### config.mk
export PLATFORM = sky130hd
export DESIGN_NAME = button_debounce_hold_events
export DESIGN_NICKNAME = d
export VERILOG_FILES = /design/src/rtl/bdhe_pkg.sv /design/src/rtl/bdhe_cfg.sv /design/src/rtl/bdhe_core.sv /design/src/rtl/bdhe_out.sv /design/src/rtl/button_debounce_hold_events.sv
export SDC_FILE = /design/constraint.sdc
export NUM_CORES = 1
export LEC_CHECK = 0
export BUFFER_PORTS_ARGS = -buffer_cell sky130_fd_sc_hd__buf_2
export CORE_ASPECT_RATIO = 1.75
export CORE_MARGIN = 2
export CORE_UTILIZATION = 30
export DETAILED_ROUTE_END_ITERATION = 12
export PLACE_DENSITY = 0.5
export RECOVER_POWER = 25
export SYNTH_ARGS = -nofsm -noshare
export SYNTH_HDL_FRONTEND = slang
export SYNTH_HIERARCHICAL = 1
export SYNTH_SLANG_ARGS = --single-unit
export TNS_END_PERCENT = 100
### constraint.sdc
create_clock -name clk -period 7.43 [get_ports clk]
set_input_delay 0.743 -clock clk [delete_from_list [all_inputs] [get_ports clk]]
set_output_delay 0.743 -clock clk [all_outputs]
set_load 0.01 [all_outputs]
### src/rtl/bdhe_pkg.sv
// ---------------------------------------------------------------------------
// bdhe_pkg
// Shared types and constants for the button debounce / hold event block.
// ---------------------------------------------------------------------------
package bdhe_pkg;

  localparam int TICK_W  = 16;
  localparam int COUNT_W = 16;
  localparam int TAG_W   = 8;
  localparam int KIND_W  = 2;
  localparam int IDX_W   = 8;
  localparam int CDATA_W = 16;

  // event kinds
  localparam logic [KIND_W-1:0] KIND_DOWN = 2'd0;
  localparam logic [KIND_W-1:0] KIND_UP   = 2'd1;
  localparam logic [KIND_W-1:0] KIND_HELD = 2'd2;

  // input operations
  localparam logic OP_PIN_CHANGE = 1'b0;
  localparam logic OP_TICK       = 1'b1;

  // register indexes
  localparam logic [IDX_W-1:0] REG_INVERT_LEVEL = 8'd0;
  localparam logic [IDX_W-1:0] REG_DEBOUNCE     = 8'd1;
  localparam logic [IDX_W-1:0] REG_HOLD_PERIOD  = 8'd2;
  localparam logic [IDX_W-1:0] REG_SOURCE_TAG   = 8'd3;

  // reset values
  localparam logic [TICK_W-1:0] DEBOUNCE_RESET    = 16'd20;
  localparam logic [TICK_W-1:0] HOLD_PERIOD_RESET = 16'd1000;

  typedef struct packed {
    logic              invert_level;
    logic [TICK_W-1:0] debounce_ticks;
    logic [TICK_W-1:0] hold_period_ticks;
    logic [TAG_W-1:0]  source_tag;
  } cfg_t;

  typedef struct packed {
    logic [KIND_W-1:0]  kind;
    logic [TAG_W-1:0]   source;
    logic [COUNT_W-1:0] count;
  } evt_t;

endpackage

### src/rtl/bdhe_cfg.sv
// ---------------------------------------------------------------------------
// bdhe_cfg
// Configuration register file; writes to unknown indexes are dropped.
// ---------------------------------------------------------------------------
module bdhe_cfg
  import bdhe_pkg::*;
(
  input  logic               clk,
  input  logic               rst,
  input  logic               cfg_valid,
  output logic               cfg_ready,
  input  logic [IDX_W-1:0]   cfg_index,
  input  logic [CDATA_W-1:0] cfg_data,
  output cfg_t               cfg
);

  assign cfg_ready = 1'b1;

  always_ff @(posedge clk) begin
    if (rst) begin
      cfg.invert_level      <= 1'b0;
      cfg.debounce_ticks    <= DEBOUNCE_RESET;
      cfg.hold_period_ticks <= HOLD_PERIOD_RESET;
      cfg.source_tag        <= '0;
    end else if (cfg_valid) begin
      case (cfg_index)
        REG_INVERT_LEVEL: cfg.invert_level      <= cfg_data[0];
        REG_DEBOUNCE:     cfg.debounce_ticks    <= cfg_data[TICK_W-1:0];
        REG_HOLD_PERIOD:  cfg.hold_period_ticks <= cfg_data[TICK_W-1:0];
        REG_SOURCE_TAG:   cfg.source_tag        <= cfg_data[TAG_W-1:0];
        default: ;
      endcase
    end
  end

endmodule

### src/rtl/bdhe_core.sv
// ---------------------------------------------------------------------------
// bdhe_core
// Debounce and hold-period timer, pressed state and event count; one item per cycle.
// ---------------------------------------------------------------------------
module bdhe_core
  import bdhe_pkg::*;
(
  input  logic clk,
  input  logic rst,
  input  logic accept,
  input  logic op,
  input  logic pin_level,
  input  cfg_t cfg,
  output logic emit,
  output evt_t evt
);

  logic               pressed_state, pressed_state_next;
  logic               running, running_next;
  logic [TICK_W-1:0]  ticks_left, ticks_left_next;
  logic [TICK_W-1:0]  reload_ticks, reload_ticks_next;
  logic [COUNT_W-1:0] expiry_count, expiry_count_next;
  logic               pressed;

  assign pressed = (~pin_level) ^ cfg.invert_level;

  always_comb begin
    pressed_state_next = pressed_state;
    running_next       = running;
    ticks_left_next    = ticks_left;
    reload_ticks_next  = reload_ticks;
    expiry_count_next  = expiry_count;
    emit               = 1'b0;
    evt.source         = cfg.source_tag;
    evt.count          = expiry_count;
    if (pressed) begin
      evt.kind = (expiry_count != '0) ? KIND_HELD : KIND_DOWN;
    end else begin
      evt.kind = KIND_UP;
    end

    if (accept) begin
      if (op == OP_PIN_CHANGE) begin
        // restart the debounce countdown
        expiry_count_next = '0;
        reload_ticks_next = cfg.debounce_ticks;
        ticks_left_next   = cfg.debounce_ticks;
        running_next      = 1'b1;
      end else if (running) begin
        if (ticks_left > TICK_W'(1)) begin
          ticks_left_next = ticks_left - TICK_W'(1);
        end else begin
          ticks_left_next = reload_ticks;
          emit            = 1'b1;
          if (expiry_count == '0) begin
            if (pressed == pressed_state) begin
              // level unchanged: stop silently
              running_next = 1'b0;
              emit         = 1'b0;
            end else begin
              pressed_state_next = pressed;
              if (!pressed) begin
                running_next = 1'b0;
              end else begin
                reload_ticks_next = cfg.hold_period_ticks;
                ticks_left_next   = cfg.hold_period_ticks;
              end
            end
          end
          if (emit && (expiry_count != '1)) begin
            expiry_count_next = expiry_count + COUNT_W'(1);
          end
        end
      end
    end
  end

  always_ff @(posedge clk) begin
    if (rst) begin
      pressed_state <= 1'b0;
      running       <= 1'b0;
      ticks_left    <= '0;
      reload_ticks  <= DEBOUNCE_RESET;
      expiry_count  <= '0;
    end else begin
      pressed_state <= pressed_state_next;
      running       <= running_next;
      ticks_left    <= ticks_left_next;
      reload_ticks  <= reload_ticks_next;
      expiry_count  <= expiry_count_next;
    end
  end

endmodule

### src/rtl/bdhe_out.sv
// ---------------------------------------------------------------------------
// bdhe_out
// Result register; takes a new word whenever it is empty or being drained.
// ---------------------------------------------------------------------------
module bdhe_out
  import bdhe_pkg::*;
(
  input  logic                         clk,
  input  logic                         rst,
  input  logic                         load,
  input  evt_t                         evt,
  output logic                         open,
  output logic                         m_axis_tvalid,
  input  logic                         m_axis_tready,
  output logic [TAG_W+COUNT_W-1:0]     m_axis_tdata,
  output logic [KIND_W-1:0]            m_axis_tuser
);

  evt_t held;

  assign open          = !m_axis_tvalid || m_axis_tready;
  assign m_axis_tdata  = {held.count, held.source};
  assign m_axis_tuser  = held.kind;

  always_ff @(posedge clk) begin
    if (rst) begin
      m_axis_tvalid <= 1'b0;
    end else if (open) begin
      m_axis_tvalid <= load;
    end
  end

  always_ff @(posedge clk) begin
    if (open && load) begin
      held <= evt;
    end
  end

endmodule

### src/rtl/button_debounce_hold_events.sv
// ---------------------------------------------------------------------------
// button_debounce_hold_events
// Debounced button qualifier emitting down, up and held events.
// ---------------------------------------------------------------------------
// Each input word is either a pin change (tuser 0) or a one-millisecond tick
// (tuser 1) carrying the raw pin level in tdata bit 0. Every word is handled
// in the cycle it is accepted, so the block takes one word per clock; the
// only thing that can hold off the input is a finished event still sitting
// in the single output register while the downstream side stalls. Events
// leave with the kind in tuser and the source tag and expiry count in tdata.
// Configuration writes are taken every cycle and should be made while idle.
module button_debounce_hold_events
  import bdhe_pkg::*;
(
  input  logic                     clk,
  input  logic                     rst,
  input  logic                     cfg_valid,
  output logic                     cfg_ready,
  input  logic [IDX_W-1:0]         cfg_index,
  input  logic [CDATA_W-1:0]       cfg_data,
  input  logic                     s_axis_tvalid,
  output logic                     s_axis_tready,
  input  logic [7:0]               s_axis_tdata,  // [0] pin_level, [7:1] zero
  input  logic                     s_axis_tuser,  // [0] op
  output logic                     m_axis_tvalid,
  input  logic                     m_axis_tready,
  output logic [TAG_W+COUNT_W-1:0] m_axis_tdata,  // [7:0] event_source, [23:8] event_count
  output logic [KIND_W-1:0]        m_axis_tuser   // [1:0] event_kind
);

  cfg_t cfg;
  evt_t evt;
  logic emit;
  logic accept;

  assign accept = s_axis_tvalid && s_axis_tready;

  bdhe_cfg u_cfg (
    .clk       (clk),
    .rst       (rst),
    .cfg_valid (cfg_valid),
    .cfg_ready (cfg_ready),
    .cfg_index (cfg_index),
    .cfg_data  (cfg_data),
    .cfg       (cfg)
  );

  bdhe_core u_core (
    .clk       (clk),
    .rst       (rst),
    .accept    (accept),
    .op        (s_axis_tuser),
    .pin_level (s_axis_tdata[0]),
    .cfg       (cfg),
    .emit      (emit),
    .evt       (evt)
  );

  bdhe_out u_out (
    .clk           (clk),
    .rst           (rst),
    .load          (emit),
    .evt           (evt),
    .open          (s_axis_tready),
    .m_axis_tvalid (m_axis_tvalid),
    .m_axis_tready (m_axis_tready),
    .m_axis_tdata  (m_axis_tdata),
    .m_axis_tuser  (m_axis_tuser)
  );

endmodule

## Word-level counts from Yosys, hierarchy flattened

Cells that the tools add are included.

- Register bits: 118
- Output and inout port bits: 29
- Word-level logic and storage cells: 74

- $add $sub $neg: 2
- Order comparisons: 1
- Equal/unequal tests: 8
- Muxes and demuxes: 30
- Bitwise logic cells: 4
- Reduce and logical (&&, ||, !) cells: 16

Operator list:

| cell | number |
|---|---|
| $mux W16 | 13 |
| $add A16 B1 Y16 const B | 1 |
| $eq A8 B2 Y1 const B | 2 |
| $gt A16 B1 Y1 const B | 1 |
| $logic_not A16 Y1 | 1 |
| $mux W1 | 16 |
| $ne A16 B16 Y1 const B | 1 |
| $reduce_bool A16 Y1 | 1 |
| $sub A16 B1 Y16 const B | 1 |
| $reduce_and A2 Y1 | 5 |
| $eq A8 B1 Y1 const B | 1 |
| $logic_not A8 Y1 | 1 |
| $reduce_and A6 Y1 | 1 |
| $ne A2 B1 Y1 const B | 2 |
| $reduce_and A4 Y1 | 1 |
| $logic_and A1 B1 Y1 | 3 |
| $not A1 Y1 | 3 |
| $reduce_and A3 Y1 | 1 |
| $mux W2 | 1 |
| $ne A2 B2 Y1 const B | 1 |
| $eq A1 B1 Y1 | 1 |
| $logic_not A1 Y1 | 1 |
| $logic_or A1 B1 Y1 | 1 |
| $xor A1 B1 Y1 | 1 |

## Logic depth before layout (Yosys ltp)

- Depth in word-level cells: 14
- Gate-level depth with buffers: 10
- Depth with buffers taken out: 8

## Modules after synthesis

Netlist, hierarchy kept.

Modules (own cells, without submodules):

| module | instances | cells an instance | area each (um^2) |
|---|---|---|---|
| bdhe_core | 1 | 396 | 3081.7 |
| bdhe_cfg | 1 | 166 | 1766.7 |
| bdhe_out | 1 | 31 | 835.8 |
| button_debounce_hold_events | 1 | 1 | 6.3 |

## Worst setup path after synthesis

No wires, ideal clock.

- Kind: input -> register
- From: in s_axis_tdata[0]
- To: reg u_core.reload_ticks[2]
- Arrival time: 2.696 ns
- Data required time: 7.310 ns
- Slack: 4.614 ns
- Stages: 9
- Cells stage by stage: xor2_1 > inv_1 > ha_1 > nor2_1 > nand2_1 > clkbuf_1 > mux2i_1 > a211oi_1 > a211o_1

- Cells in the longest elaborated chain, start to end: 8

RTL lines:

| what | line | RTL |
|---|---|---|
| start: declaration | button_debounce_hold_events.sv:23 | `input logic [7:0] s_axis_tdata,` |
| $not A1 Y1 (*) | bdhe_core.sv:25 | `assign pressed = (~pin_level) ^ cfg.invert_level;` |
| $xor A1 B1 Y1 (*) | bdhe_core.sv:25 |  |
| via u_core.pressed | bdhe_core.sv:23 | `logic pressed;` |
| $mux W16 / $eq A1 B1 Y1 (equally long branches) | - |  |
| $mux W16 (*) (5 in a row) | - |  |
| end signal: assignment | bdhe_core.sv:89 | `reload_ticks <= reload_ticks_next;` |
| end: declaration | bdhe_core.sv:21 | `logic [TICK_W-1:0] reload_ticks, reload_ticks_next;` |

The timed path passes the listed nets; every way through them passes the cells marked *. The select of a mux whose other input is x is not followed.
A chain may end at the register's enable or synchronous reset.

## Final worst setup path

- From: reg u_core.ticks_left[10]
- To: reg u_out.held, in the netlist u_out/m_axis_tdata[22] (enable)

- Cells in the longest elaborated chain, start to end: 6

RTL lines:

| what | line | RTL |
|---|---|---|
| start: declaration | bdhe_core.sv:20 | `logic [TICK_W-1:0] ticks_left, ticks_left_next;` |
| start signal: assignment | bdhe_core.sv:88 | `ticks_left <= ticks_left_next;` |
| $gt A16 B1 Y1 | bdhe_core.sv:50 | `if (ticks_left > TICK_W'(1)) begin` |
| $mux W1 | bdhe_core.sv:50 |  |
| $mux W1 | bdhe_core.sv:49 | `end else if (running) begin` |
| $mux W1 | bdhe_core.sv:43 | `if (op == OP_PIN_CHANGE) begin` |
| $mux W1 | bdhe_core.sv:42 | `if (accept) begin` |
| via emit | button_debounce_hold_events.sv:33 | `logic emit;` |
| $logic_and A1 B1 Y1 | bdhe_out.sv:34 | `if (open && load) begin` |
| end signal: assignment | bdhe_out.sv:35 | `held <= evt;` |
| end: declaration | bdhe_out.sv:19 | `evt_t held;` |

The timed path passes the listed nets, and every way through them passes these cells.

==> metrics.md <==
| Metric | Value |
|---|---|
| Post-route minimum period | `about 3.3 ns` |
| Drt via density | `between 5 and 6` |
| FF+latch count, synth | `approximately 120` |
| First-pass GRT wire length | `around 22 mm` |
| Maxcap violations | `0` |
| Netlist Area Pre-Place | `5690 um2` |
| Num CTS Buffers | `17` |
| Number of synthesized flops with an enable pin | `26` |
| Max Clk Rate | `slightly above 300 MHz` |
| Synth area leaders | `dfxtp_1 32%, edfxtp_1 14%, mux2i_1 8.8%, nand2b_1 5.8%, nor2_1 3.9%` |
| Fin. Hold Viols | `0` |
| Die ar. | `roughly 20000 um2` |
| Die height | `around 190 um` |
| Port Buffers | `58` |
| RSZ-0062 raised after global routing | `false` |
| Core area | `between 15000 and 20000 um2` |
| Cells after synthesis | `around 590` |
| Post-synth top area cell | `dfxtp_1` |
| Final ANT Viol Nets | `0` |
| Slew HR | `roughly 14%` |
| Total Wirelength | `13.9 mm` |
| Distinct cells, synth | `65` |
| Yosys warns | `6` |
| Clk pin slew, worst setup/hold paths | `0.06 ns` |
| TritonCTS clock tree | `built` |
| Post-synth top area share | `roughly 32%` |
| Post-Synth XOR/XNOR Area | `under 10%` |
| Top cells by count, synth | `92 x dfxtp_1, 59 x nor2_1, 53 x nand2b_1, 50 x mux2i_1, 38 x a21oi_1` |
| Clock Latency Late Sink | `between 0.4 and 0.5 ns` |
| Fraction of registers with async set/reset | `0%` |
| Vias in the first global route | `around 4300` |
| Post-CTS sizing | `0` |
| CTS root buffer | `clkbuf_16` |
| # nets final | `675` |
| WL per Instance | `approximately 16 um` |
| Multiplexer share of the synthesized area | `approximately 10%` |
| WP data arrival | `between 3 and 4 ns` |
| Final Non-Filler Cells | `883` |
| Type of origin of the critical path | `flip-flop` |
| Setup TNS | `0 ns` |
| Synth Area in Simple Gates | `21.7%` |
| Setup Fix Bufs, Post-CTS | `0` |
| Top_reg_cell synth | `dfxtp_1` |
| Chip Width | `108 um` |
| Initial Util | `30.6%` |
| Largest net degree at the start of global routing | `92` |
| CP Data Required Time | `between 7 and 8 ns` |
| Ports | `67` |
| Placed cell count | `851` |
| Status | `completed` |
| GPL Wtd Cong | `~0.8` |
| Worst hold-check path type | `reg -> reg` |
| Initial antenna violation count | `0` |
| PD cells | `roughly 250 nW/um2` |
| Post-route clock skew | `0.0171 ns` |
| Drt drc | `0` |
| Vias | `4455` |
| DR pass1 iterations | `5` |
| Syn_nets | `about 640` |
| Sequential fraction of the synthesis area | `a little under half` |
| Max VDD drop | `roughly 0.15 mV` |
| Leak | `about 2.6 nW` |
| Crit share post-route | `44.2%` |
| Fraction of the mapped netlist area in adder cells | `between 1 and 1.5%` |
| Final Max Slew Viols | `0` |
| Std cell rows | `66` |
| Synth Area in Compound Gates | `between 10% and 20%` |
| Top-count cell post-synth | `dfxtp_1` |
| Avg Inst Size Synth | `between 9 and 10 um2` |
| H-Tree Depth | `4` |
| Maximum net fanout on the critical path | `26` |
| Setup Viol. Count Final | `0` |
| Buffers from clock root to sink, at most | `2` |
| Tot GR Track Use | `14.2%` |
| Slew @ Worst Pin | `roughly 1.3 ns` |
| Critical path class | `reg -> reg` |
| Hold_buf cts | `0` |
| Fraction of layout cells with a size suffix above 1 | `roughly 17%` |
| Post-DP HPWL | `approximately 9.4 mm` |
| Crit end category | `flip-flop` |
| Global route overflow | `0` |
| Clk sinks | `118` |
| Diode count | `0` |
| Iter 0 DRT Violations | `~260` |
| Synth-to-layout area growth | `16.2%` |
| Combinational family with the most area after synthesis | `simple AND/OR/NAND/NOR gates` |
-- where the power goes --
part | switching [mW] | internal [mW] | total [mW]
Combinational | 0.105 | 0.0627 | 0.168
Sequential | 0.0112 | 0.664 | 0.675
Clock | 0.295 | 0.500 | 0.796
Total | 0.412 | 1.23 | 1.64
-- placed cells by master (no fill, tap or decap), types with 3 or more instances in the layout --
cell / count
dfxtp_1: 92
nor2_1: 59
buf_2: 58
nand2b_1: 53
mux2i_1: 50
a21oi_1: 38
nand2_1: 33
edfxtp_1: 26
o21ai_0: 23
nand3_1: 20
clkbuf_16: 17
xor2_1: 15
inv_1: 13
nor3_1: 12
a211o_1: 10
nand4_1: 9
nor4_1: 9
clkinvlp_4: 5
mux2_2: 5
xnor2_1: 5
a221oi_1: 5
ha_1: 5
a211oi_1: 4
and3_1: 4
o211ai_1: 4
or2_2: 4
o2111ai_1: 4
clkinv_2: 3
clkbuf_1: 3
buf_4: 3
o21a_1: 3
o221ai_1: 3
o211a_1: 3
-- layer usage --
layer	wire [um]	global-route usage [%]
met4	251	6.87
met3	435	2.65
met1	5600	15.4
met5	0	0
met2	7580	26.0
-- cell type report --
type | instances | area (um2)
clock buffers | 20 | 447
clock inverters | 12 | 130
fillers | 1914 | 12000
inverters | 14 | 52.6
multi-input cells | 419 | 2750
flip-flops and latches | 118 | 2620
well taps | 238 | 298
repair buffers | 62 | 317
-- through the flow --
stage	setup slack [ns]	utilization (%)	total power [mW]	area, um2	hold WS [ns]
after floorplan	4.61	-	0.814	5690	0.428
after global placement	3.95	32.6	0.854	6060	0.416
after detailed placement	3.92	32.6	0.856	6060	0.423
after CTS	4.05	35.7	1.66	6640	0.435
after global routing	3.99	35.6	1.71	6610	0.443
final	4.14	35.6	1.64	6610	0.434
-- registers in the layout (all words and copies together), names as in the netlist --
name	cells
u_cfg/cfg	41
u_core/expiry_count	16
u_core/pressed_state	1
u_core/reload_ticks	16
u_core/running	1
u_core/ticks_left	16
u_out/m_axis_tdata	24
u_out/m_axis_tuser	2
u_out/m_axis_tvalid	1
-- cells by family (layout without fill, tap and decap cells) --
kind of cell / after synthesis / in the layout
simple gates: 228 / 228
flops: 118 / 118
compound gates: 110 / 110
buf+inv: 57 / 108
mux: 55 / 55
xor+xnor: 20 / 20
fa+ha+maj: 5 / 5
other cells: 1 / 1
-- worst max-delay path, cell delays in order, from the launching register on --
cell     delay [ns]
dfxtp_1        0.35
or4_4          0.56
nor4_1         0.56
nand3_1        0.63
nor2b_1        0.36
and2_4         0.46
-- path summary, 6_finish.rpt --
check,from,endpoint,slack [ns],cells past startpoint
setup / recovery,u_core/ticks_left[10]$_SDFFE_PP0P_,u_out/m_axis_tdata[22]$_DFFE_PP_,4.14,5
hold / removal,u_cfg/cfg[6]$_SDFFE_PP0P_,u_out/m_axis_tdata[6]$_DFFE_PP_,0.43,0
setup reg to reg,u_core/ticks_left[10]$_SDFFE_PP0P_,u_out/m_axis_tdata[22]$_DFFE_PP_,4.14,5
hold reg to reg,u_cfg/cfg[6]$_SDFFE_PP0P_,u_out/m_axis_tdata[6]$_DFFE_PP_,0.43,0
(Power assumes the default switching activity.)
